## config.mk

```make
export PLATFORM = sky130hd
export DESIGN_NAME = glob_wildcard_matcher
export DESIGN_NICKNAME = d
export VERILOG_FILES = /design/src/design/gwm_pkg.sv /design/src/design/glob_wildcard_matcher.sv
export SDC_FILE = /design/constraint.sdc
export NUM_CORES = 1
export LEC_CHECK = 0
export ABC_CLOCK_PERIOD_IN_PS = 5400
export BUFFER_PORTS_ARGS = -buffer_cell sky130_fd_sc_hd__buf_2
export CORE_ASPECT_RATIO = 0.7
export CORE_MARGIN = 2
export CORE_UTILIZATION = 56
export DETAILED_ROUTE_END_ITERATION = 12
export PLACE_DENSITY = 0.75
export SETUP_SLACK_MARGIN = 0.3
export SKIP_CTS_REPAIR_TIMING = 1
export SLEW_MARGIN = 20
export SYNTH_ARGS = -nofsm -noshare
export SYNTH_HDL_FRONTEND = slang
export SYNTH_SLANG_ARGS = --single-unit
```

## constraint.sdc

```tcl
create_clock -name clk_i -period 5.4 [get_ports clk_i]
set_clock_uncertainty 0.15 [all_clocks]
set_input_delay 0.81 -clock clk_i [delete_from_list [all_inputs] [get_ports clk_i]]
set_output_delay 0.81 -clock clk_i [all_outputs]
set_load 0.02 [all_outputs]
```

## src/design/gwm_pkg.sv

```systemverilog
// Constants, register codes and helper functions for the glob wildcard matcher.
`default_nettype none

package gwm_pkg;

  // Fixed field widths
  localparam int unsigned LEN_W        = 6;
  localparam int unsigned CFG_INDEX_W  = 3;
  localparam int unsigned CFG_DATA_W   = 64;
  localparam int unsigned CHAR_W       = 8;
  localparam int unsigned NUM_WORDS    = 4;
  localparam int unsigned STORED_CHARS = 32;

  // Pattern metacharacters
  localparam logic [CHAR_W-1:0] CH_STAR  = 8'h2A;
  localparam logic [CHAR_W-1:0] CH_QUEST = 8'h3F;
  localparam logic [CHAR_W-1:0] CH_DOT   = 8'h2E;

  // Case folding bounds
  localparam logic [CHAR_W-1:0] CH_LOWER_A = 8'h61;
  localparam logic [CHAR_W-1:0] CH_LOWER_Z = 8'h7A;
  localparam logic [CHAR_W-1:0] CASE_DELTA = 8'h20;

  // Configuration register indexes
  typedef enum logic [CFG_INDEX_W-1:0] {
    REG_PATTERN_LENGTH = 3'd0,
    REG_PATTERN_WORD_0 = 3'd1,
    REG_PATTERN_WORD_1 = 3'd2,
    REG_PATTERN_WORD_2 = 3'd3,
    REG_PATTERN_WORD_3 = 3'd4
  } cfg_reg_e;

  // Fold ASCII lower case letters to upper case
  function automatic logic [CHAR_W-1:0] fold_upper(input logic [CHAR_W-1:0] c);
    return ((c >= CH_LOWER_A) && (c <= CH_LOWER_Z)) ? (c - CASE_DELTA) : c;
  endfunction

endpackage

`default_nettype wire

```

## src/design/glob_wildcard_matcher.sv

```systemverilog
// Streaming glob matcher: subject characters in, one match flag per subject out.
//
// Channels: the slave stream takes one subject character per item in tdata, the
// final character flagged by tlast, and tuser set for an empty subject (tdata
// ignored then). The master stream returns one item per subject, tdata bit 0
// set when the whole subject matches the whole configured pattern. The config
// channel writes pattern_length (index 0) and pattern words 0..3 (index 1..4);
// it is always ready and must be written only while the block is idle.
// Throughput: one character per cycle, sustained, including across subject
// boundaries, unless an end-of-subject item waits behind a stalled result; the
// whole position-set update (star closure, advance, closure) is one
// combinational pass between the input register and the state/result
// registers. An end item passes the input register, then the result register.
// Stall: a waiting result holds in the output register while characters keep
// flowing; only an end-of-subject item behind a stalled result waits, and
// then the slave side deasserts tready.
// Reset: pattern cleared to length zero, position set back to start, both
// registers emptied.
`default_nettype none

module glob_wildcard_matcher
  import gwm_pkg::*;
#(
  parameter int unsigned MAX_PATTERN = 32
) (
  input  wire logic                   clk_i,
  input  wire logic                   rst_ni,
  // Configuration write channel
  input  wire logic                   cfg_valid_i,
  output logic                        cfg_ready_o,
  input  wire logic [CFG_INDEX_W-1:0] cfg_index_i,
  input  wire logic [CFG_DATA_W-1:0]  cfg_data_i,
  // Subject stream
  input  wire logic                   s_axis_tvalid,
  output logic                        s_axis_tready,
  input  wire logic [7:0]             s_axis_tdata,   // [7:0] subject_char
  input  wire logic                   s_axis_tlast,   // last_char
  input  wire logic                   s_axis_tuser,   // [0] empty_subject
  // Result stream
  output logic                        m_axis_tvalid,
  input  wire logic                   m_axis_tready,
  output logic [7:0]                  m_axis_tdata    // [0] matched, [7:1] zero
);

  localparam int unsigned W     = MAX_PATTERN + 1;
  localparam int unsigned STEPS = $clog2(W);
  localparam int unsigned IDX_W = $clog2(W);
  localparam logic [W-1:0] START_SET = W'(1);

  // Configuration registers
  logic [LEN_W-1:0]                          pattern_length_q;
  logic [NUM_WORDS-1:0][CFG_DATA_W-1:0]      pattern_word_q;

  // Input register
  logic              in_valid_q;
  logic [CHAR_W-1:0] char_q;
  logic              last_q;
  logic              empty_q;

  // Position set and result register
  logic [W-1:0] act_q, act_d;
  logic         m_valid_q;
  logic         matched_q, matched_d;

  logic ends_item;
  logic fire;
  logic in_accept;

  logic [LEN_W-1:0]                eff_len;
  logic [STORED_CHARS*CHAR_W-1:0]  pat_flat;
  logic [MAX_PATTERN-1:0][CHAR_W-1:0] pat_char;

  logic [W-1:0] star_v, step_ok_v, below_len_v, upto_len_v, prop_v;
  logic [W-1:0] closed_in, live, adv_set, closed_adv, final_set;

  // Star closure as a log-depth prefix over runs of '*'
  function automatic logic [W-1:0] close_set(input logic [W-1:0] set_in,
                                             input logic [W-1:0] prop_in);
    logic [W-1:0] reach;
    logic [W-1:0] prop;
    reach = set_in;
    prop  = prop_in;
    for (int k = 0; k < STEPS; k++) begin
      reach = reach | ((reach & prop) << (1 << k));
      prop  = prop & (prop >> (1 << k));
    end
    return reach;
  endfunction

  // Configuration writes
  assign cfg_ready_o = 1'b1;

  always_ff @(posedge clk_i or negedge rst_ni) begin
    if (!rst_ni) begin
      pattern_length_q <= '0;
      pattern_word_q   <= '0;
    end else if (cfg_valid_i && cfg_ready_o) begin
      case (cfg_index_i)
        REG_PATTERN_LENGTH: pattern_length_q  <= cfg_data_i[LEN_W-1:0];
        REG_PATTERN_WORD_0: pattern_word_q[0] <= cfg_data_i;
        REG_PATTERN_WORD_1: pattern_word_q[1] <= cfg_data_i;
        REG_PATTERN_WORD_2: pattern_word_q[2] <= cfg_data_i;
        REG_PATTERN_WORD_3: pattern_word_q[3] <= cfg_data_i;
        default: ;
      endcase
    end
  end

  // Saturate the pattern length
  assign eff_len = (pattern_length_q > LEN_W'(MAX_PATTERN)) ? LEN_W'(MAX_PATTERN)
                                                            : pattern_length_q;

  // Unpack pattern characters; positions past storage read as zero
  assign pat_flat = pattern_word_q;

  always_comb begin
    for (int i = 0; i < MAX_PATTERN; i++) begin
      if (i < STORED_CHARS) begin
        pat_char[i] = pat_flat[(i % STORED_CHARS) * CHAR_W +: CHAR_W];
      end else begin
        pat_char[i] = '0;
      end
    end
  end

  // Per-position pattern classes and compare against the current character
  always_comb begin
    star_v    = '0;
    step_ok_v = '0;
    for (int i = 0; i < MAX_PATTERN; i++) begin
      star_v[i] = (pat_char[i] == CH_STAR);
      if (pat_char[i] == CH_QUEST) begin
        step_ok_v[i] = (char_q != CH_DOT);
      end else begin
        step_ok_v[i] = !star_v[i] && (fold_upper(pat_char[i]) == fold_upper(char_q));
      end
    end
    for (int i = 0; i < W; i++) begin
      below_len_v[i] = (LEN_W'(i) < eff_len);
      upto_len_v[i]  = (LEN_W'(i) <= eff_len);
    end
  end

  assign prop_v = star_v & below_len_v;

  // Close, advance by one character, close again
  assign closed_in  = close_set(act_q & upto_len_v, prop_v);
  assign live       = closed_in & below_len_v;
  assign adv_set    = (live & star_v) | ((live & step_ok_v) << 1);
  assign closed_adv = close_set(adv_set & upto_len_v, prop_v);
  assign final_set  = empty_q ? closed_in : closed_adv;

  assign matched_d = final_set[eff_len[IDX_W-1:0]];
  assign act_d     = ends_item ? START_SET : closed_adv;

  // Handshake: an end item waits only behind a stalled result
  assign ends_item     = empty_q || last_q;
  assign fire          = in_valid_q && (!ends_item || !m_valid_q || m_axis_tready);
  assign s_axis_tready = !in_valid_q || fire;
  assign in_accept     = s_axis_tvalid && s_axis_tready;

  // Input register
  always_ff @(posedge clk_i or negedge rst_ni) begin
    if (!rst_ni) begin
      in_valid_q <= 1'b0;
    end else if (s_axis_tready) begin
      in_valid_q <= s_axis_tvalid;
    end
  end

  always_ff @(posedge clk_i) begin
    if (in_accept) begin
      char_q  <= s_axis_tdata;
      last_q  <= s_axis_tlast;
      empty_q <= s_axis_tuser;
    end
  end

  // Advance the position set
  always_ff @(posedge clk_i or negedge rst_ni) begin
    if (!rst_ni) begin
      act_q <= START_SET;
    end else if (fire) begin
      act_q <= act_d;
    end
  end

  // Result register: load on subject end, drop when taken
  always_ff @(posedge clk_i or negedge rst_ni) begin
    if (!rst_ni) begin
      m_valid_q <= 1'b0;
    end else if (fire && ends_item) begin
      m_valid_q <= 1'b1;
    end else if (m_axis_tready) begin
      m_valid_q <= 1'b0;
    end
  end

  always_ff @(posedge clk_i) begin
    if (fire && ends_item) begin
      matched_q <= matched_d;
    end
  end

  assign m_axis_tvalid = m_valid_q;
  assign m_axis_tdata  = {7'b0, matched_q};

endmodule

`default_nettype wire

```

==> flow_metrics.tcl, run 1 <==
set metrics [dict create \
    outcome "complete, no violations" \
    grtUsageTotal 0.435 \
    htree_levels 2 \
    drive_above_1_share 0.292 \
    hp-class "in -> async" \
    drtIter0Drc 3159 \
    grt_pass1_wl_mm 137 \
    clk_pin_slew_worst_paths_ps 60 \
    yosys.area.top_type_share 0.328 \
    endpoint_kind "flop" \
    num_antenna_cells 0 \
    num_io_pins 93 \
    grt_pass1_vias 21896 \
    ys_ff_latch 308 \
    drv_slew 0 \
    crit_slowest_cell "or4_4" \
    cp_common_cell "buf_4" \
    ys_types 99 \
    powerDensity_nw_per_um2 323 \
    hold_ws_ps 28.4 \
    peakVddDrop_mv 0.315 \
    clk_path_buf_depth 3 \
    core_area_sq_um 39700 \
    cts_tree "built" \
    cp.required_ps 5520 \
    leakagePower_nw 11.0 \
    ant_nets 0 \
    wl_per_cell_microns 27.8 \
    yosysWarningCount 0 \
    syn-cell-area_sq_um 22600 \
    initial_core_util 0.568 \
    slew_headroom 0.223 \
    setup_viol 0 \
    area_delta_synth_final_pct 23.3 \
    synth_cells 2537 \
    cap_viol_max_count 0 \
    fin_crit_sh 0.960 \
    synth_ff_type "dfrtp_1" \
    synth.top_cells.by_area "dfrtp_1, mux2_2, xnor2_1" \
    period_needed_ps 5190 \
    antenna_found_initial 2 \
    nets 2974 \
    startpoint_type "flop" \
    crit_family "compound AO/OA/AOI/OAI gates" \
    max_stage_delay_ps 550 \
    overflow 0 \
    numCtsBuffers 34 \
    viasPerCell 6.94 \
    row_count 61 \
    crit_fanout 4 \
    hold_viol 0 \
    grt_max_degree 129 \
    synth-edff-count 11 \
    fin_tns_setup_ps 0 \
    critPathKind "reg -> reg" \
    hpwl_mm 70.2 \
    worst_pin_slew_ps 1150 \
    fmax_mhz 193 \
    cp_num_buf_inv 3 \
    chipWidth_microns 244 \
    routed_wirelength_mm 94.9 \
    avgSynthCellArea_sq_um 8.89 \
    ys_seq_area_frac 0.344 \
    fill_cells 3025 \
    yosysTopAreaCell "dfrtp_1" \
    rsz0062_at_grt "true" \
    fp.dieH_microns 172 \
    drtPass1Iterations 7 \
    final_core_util 0.701 \
    gp_congestion 1.11 \
    vias 23712 \
    clockRootBuffer "clkbuf_16" \
    clkLatencyLatePin_ps 540 \
    cts_num_sinks 308 \
    port_buffers 84 \
    drcViolationCount 0 \
    cp_cell_sequence "buf_4 -> or4_4 -> nand4_1 -> o22ai_1 -> buf_4 -> nor3_1 -> o221ai_1 -> o221ai_1 -> a22oi_1 -> a21oi_2 -> o2111ai_4 -> o311a_1 -> or3_4 -> buf_4 -> a211o_1 -> a21oi_2 -> a31oi_1 -> o31ai_1 -> o311ai_1" \
    worstPathArrival_ps 5300 \
    synth-async-reset-ratio 0.964 \
    die_area_sq_um 41900 \
]
flip-flops by register name, summed over array words and instances, names as in the netlist:
name	count
act_q	33
char_q	8
empty_q	1
in_valid_q	1
last_q	1
m_axis_tvalid	1
matched_q	1
pat_char	256
pattern_length_q	6
placed cells by master (no fill, tap or decap), types with 31 or more instances in the layout:
| cell type | n |
|---|---|
| or3_1 | 41 |
| mux2_2 | 207 |
| buf_2 | 83 |
| buf_4 | 297 |
| xnor2_1 | 143 |
| nand3_1 | 106 |
| a21oi_1 | 100 |
| inv_1 | 103 |
| nor3_1 | 77 |
| ha_1 | 33 |
| o31ai_1 | 31 |
| nor2_1 | 142 |
| xor2_1 | 97 |
| nand2_1 | 210 |
| clkbuf_16 | 40 |
| o21ai_0 | 145 |
| nor4_1 | 39 |
| dfrtp_1 | 292 |
| nand4_1 | 36 |
layer usage:
layer / GRT usage / wire length, microns / vias up
li1: - / - / 10100
met1: 0.622 / 38800 / 11563
met2: 0.623 / 38800 / 1760
met3: 0.134 / 13600 / 289
met4: 0.143 / 3660 / 0
met5: 0 / 0 / -
per-stage QoR:
step	total power (W)	instance area, sq um	std cells	setup WS, ps
after global routing	0.00933	27800	3418	156
after global placement	0.00601	25500	3324	-7.01
after detailed placement	0.00619	25500	3324	-52.2
after CTS	0.00873	26700	3384	-72.2
final	0.00899	27800	3418	215
after floorplan	0.00508	22600	2543	773
final timing paths:
check / from / end / slack (ps) / cells past startpoint
setup / recovery: pattern_length_q[3] / matched_q / 210 / 19
hold / removal: rst_ni / pat_char[193] / 30 / 1
setup reg to reg: pattern_length_q[3] / matched_q / 210 / 19
hold reg to reg: act_q[30] / act_q[30] / 340 / 2
max in group asynchronous: rst_ni / pat_char[103] / 3940 / 2
min in group clk_i: s_axis_tdata[2] / char_q[2] / 290 / 1
kinds of logic (layout without fill, tap and decap cells):
family / after synthesis / after routing / synth area share
fa+ha+maj: 33 / 33 / 0.0183
compound gates: 654 / 654 / 0.200
flops: 308 / 308 / 0.344
simple gates: 857 / 857 / 0.196
xor+xnor: 242 / 242 / 0.0939
mux: 211 / 211 / 0.105
buf+inv: 230 / 570 / 0.0420
other cells: 2 / 8 / 0.000333
Yosys cell counts (all sizes together), types with 12 or more instances:
library cell,instances
a22o,17
and3,20
xor2,99
or4,22
o31ai,35
xnor2,143
inv,104
a31oi,34
nor4bb,13
a21oi,122
or3,46
clkbuf,85
buf,41
dfrtp,296
a22oi,12
nand3,110
nand2b,14
a211oi,21
or2,18
nand4b,13
nor2,152
nand2,211
a41oi,20
nor4,48
o32ai,14
and2,14
a21o,15
nand3b,19
mux2,207
o21ai,166
o22ai,21
o211ai,22
o21bai,21
nor3,90
ha,33
nand4,36
cell type report:
type / instances / area (sq um) / share of cell area
Multi-Input combinational cell: 2005 / 14700 / 0.529
Sequential cell: 308 / 7770 / 0.279
Timing Repair Buffer: 406 / 3060 / 0.110
Clock buffer: 44 / 992 / 0.0357
Tap cell: 535 / 669 / 0.0241
Inverter: 104 / 390 / 0.0140
Clock inverter: 16 / 203 / 0.00729
power by group:
group	switching (W)	internal, W	leakage, nW	total (W)
clock network	0.00104	0.00150	0.572	0.00253
registers	0.000671	0.00276	3.74	0.00343
logic	0.00169	0.00134	6.70	0.00303
Power figures use the tool's default switching activity.
==> inputs of run 2 (changes only) <==
BUFFER_PORTS_ARGS = -buffer_cell sky130_fd_sc_hd__buf_4   (was -buffer_cell sky130_fd_sc_hd__buf_2)
==> run 2 against run 1 <==
  * Critical path depth is 3 higher
  * Combinational power is 3% lower
  * Count of clock-buffer cells in the layout is 3 higher
  * First-iteration DRC count is 3.4% higher
  * Clock power is 3% lower
  * Global-route usage is 0.55 points lower
  * Non-clock buffer count is 46 lower
  * Worst setup slack better by 78 ps
  * Largest power group unchanged
  * Critical path type unchanged
  * Wire length is 1.9% lower
  * Die area stayed put
  * Fmax is 1.5% higher
==> flow_metrics.tcl, run 2 (synthesized netlist as in run 1, its figures left out) <==
set metrics [dict create \
    drcViolationCount 0 \
    use_met2 0.631 \
    chipWidth_microns 244 \
    clockRootBuffer "clkbuf_16" \
    num_antenna_cells 0 \
    crit_fanout 6 \
    use_met1 0.601 \
    fin_tns_setup_ps 0 \
    setup_viol 0 \
    drtIter0Drc 3267 \
    die_area_sq_um 41900 \
    worst_slack_ps 292 \
    largest_register_ffs 256 \
    drive_above_1_share 0.270 \
    grt_util_met3 0.137 \
    antenna_found_initial 3 \
    critPathKind "reg -> reg" \
    placed_area_sq_um 25400 \
    grt_pass1_vias 21725 \
    final_cells 3372 \
    fill_cells 3050 \
    rr_worst_depth 22 \
    num_io_pins 93 \
    cap_viol_max_count 0 \
    startpoint_type "flop" \
    worst_pin_slew_ps 1270 \
    endpoint_kind "flop" \
    wl_per_cell_microns 27.6 \
    drv_slew 0 \
    htree_levels 2 \
    cts_num_sinks 308 \
    fp.dieH_microns 172 \
    gp_congestion 1.06 \
    peakVddDrop_mv 0.340 \
    layout_commonest_cell "buf_4" \
    cp-startpoint "pattern_length_q[1]" \
    slew_headroom 0.149 \
    cp.required_ps 5530 \
    grt_pass1_wl_mm 135 \
    viasPerCell 6.90 \
    period_needed_ps 5110 \
    dp_cells 3293 \
    rrSetupSlack_ps 290 \
    worstPathArrival_ps 5240 \
    hold_viol 0 \
    rsz0062_at_grt "true" \
    numCtsBuffers 35 \
    clkLatencyLatePin_ps 550 \
    grtUsageTotal 0.429 \
    mostFrequentLayoutCells "buf_4, dfrtp_1, nand2_1" \
    outcome "complete, no violations" \
    fin_crit_sh 0.946 \
    routed_wirelength_mm 93.1 \
    cts_tree "built" \
    place_ws_ps -418 \
    initial_core_util 0.568 \
    area_delta_synth_final_pct 21.3 \
    leakagePower_nw 10.8 \
    clk_path_buf_depth 3 \
    row_count 61 \
    core_area_sq_um 39700 \
    nets 2930 \
    timing.rr.start "pattern_length_q[1]" \
    drtPass1Iterations 6 \
    design_area_sq_um 27400 \
    clk_pin_slew_worst_paths_ps 70 \
    port_buffers 84 \
    timing.rr.end "matched_q" \
    grt_max_degree 112 \
    hp-class "in -> async" \
    powerDensity_nw_per_um2 323 \
    endpoint "matched_q" \
    fmax_mhz 196 \
    vias 23279 \
    hpwl_mm 69.1 \
    top_usage_layer "met2" \
    overflow 0 \
    ant_nets 0 \
]
## run 2: cell count changes in the layout (fill, tap and decap cells not counted), moves of 5 or more
| cell | before | now |
|---|---|---|
| a21oi_1 | 100 | 110 |
| buf_6 | 13 | 7 |
| a21oi_2 | 17 | 8 |
| nor2_2 | 4 | 9 |
| buf_4 | 297 | 342 |
| o21ai_0 | 145 | 151 |
| buf_2 | 83 | 1 |
## run 2: layout make-up
class / count / area [sq um] / area share
multi-input cells: 2006 / 14600 / 0.532
flip-flops and latches: 308 / 7770 / 0.284
repair buffers: 360 / 2840 / 0.104
clock buffers: 47 / 1020 / 0.0374
well taps: 535 / 669 / 0.0245
inverters: 104 / 390 / 0.0143
clock inverters: 12 / 111 / 0.00407
## run 2: worst max-delay path: stages, from the launching register on
cell,delay (ps)
dfrtp_2,460
buf_6,160
a2111oi_4,440
buf_4,230
nand4b_1,210
nor3_4,100
buf_6,150
nand3b_1,140
o22ai_2,110
a21oi_2,250
buf_4,180
a21oi_1,90
a21oi_1,140
buf_4,130
o2111ai_2,130
buf_4,180
o311a_4,400
or3_4,370
a31oi_4,170
o21ba_4,160
a211oi_1,60
o31ai_1,260
o311ai_1,140
## run 2: worst min path at each step
stage,from,endpoint,slack [ps],depth (start not counted)
finish,rst_ni,pat_char[197],140,1
global route,rst_ni,pat_char[197],210,1
CTS,rst_ni,act_q[22],210,1
detailed placement,act_q[30],act_q[30],350,2
global placement,act_q[30],act_q[30],320,2
floorplan,act_q[30],act_q[30],300,2
## run 2: stage by stage
stage | hold slack (ps) | utilization | power (W)
final | 142 | 0.689 | 0.00883
after global routing | 207 | 0.689 | 0.00916
after CTS | 205 | 0.669 | 0.00862
after detailed placement | 350 | 0.640 | 0.00617
after global placement | 316 | 0.640 | 0.00601
after floorplan | 300 | - | 0.00508
## run 2: report_power, final
part           internal (W)  leakage [nW]  switching (W)
Sequential          0.00276          3.74       0.000685
Combinational       0.00131          6.49        0.00163
Clock               0.00138         0.553        0.00106
Total               0.00545          10.8        0.00338
## run 2: routing by layer
layer | wire length, microns | vias up
li1 | - | 10014
met1 | 37900 | 11326
met2 | 38600 | 1668
met3 | 13300 | 269
met4 | 3240 | 2
met5 | 8 | -
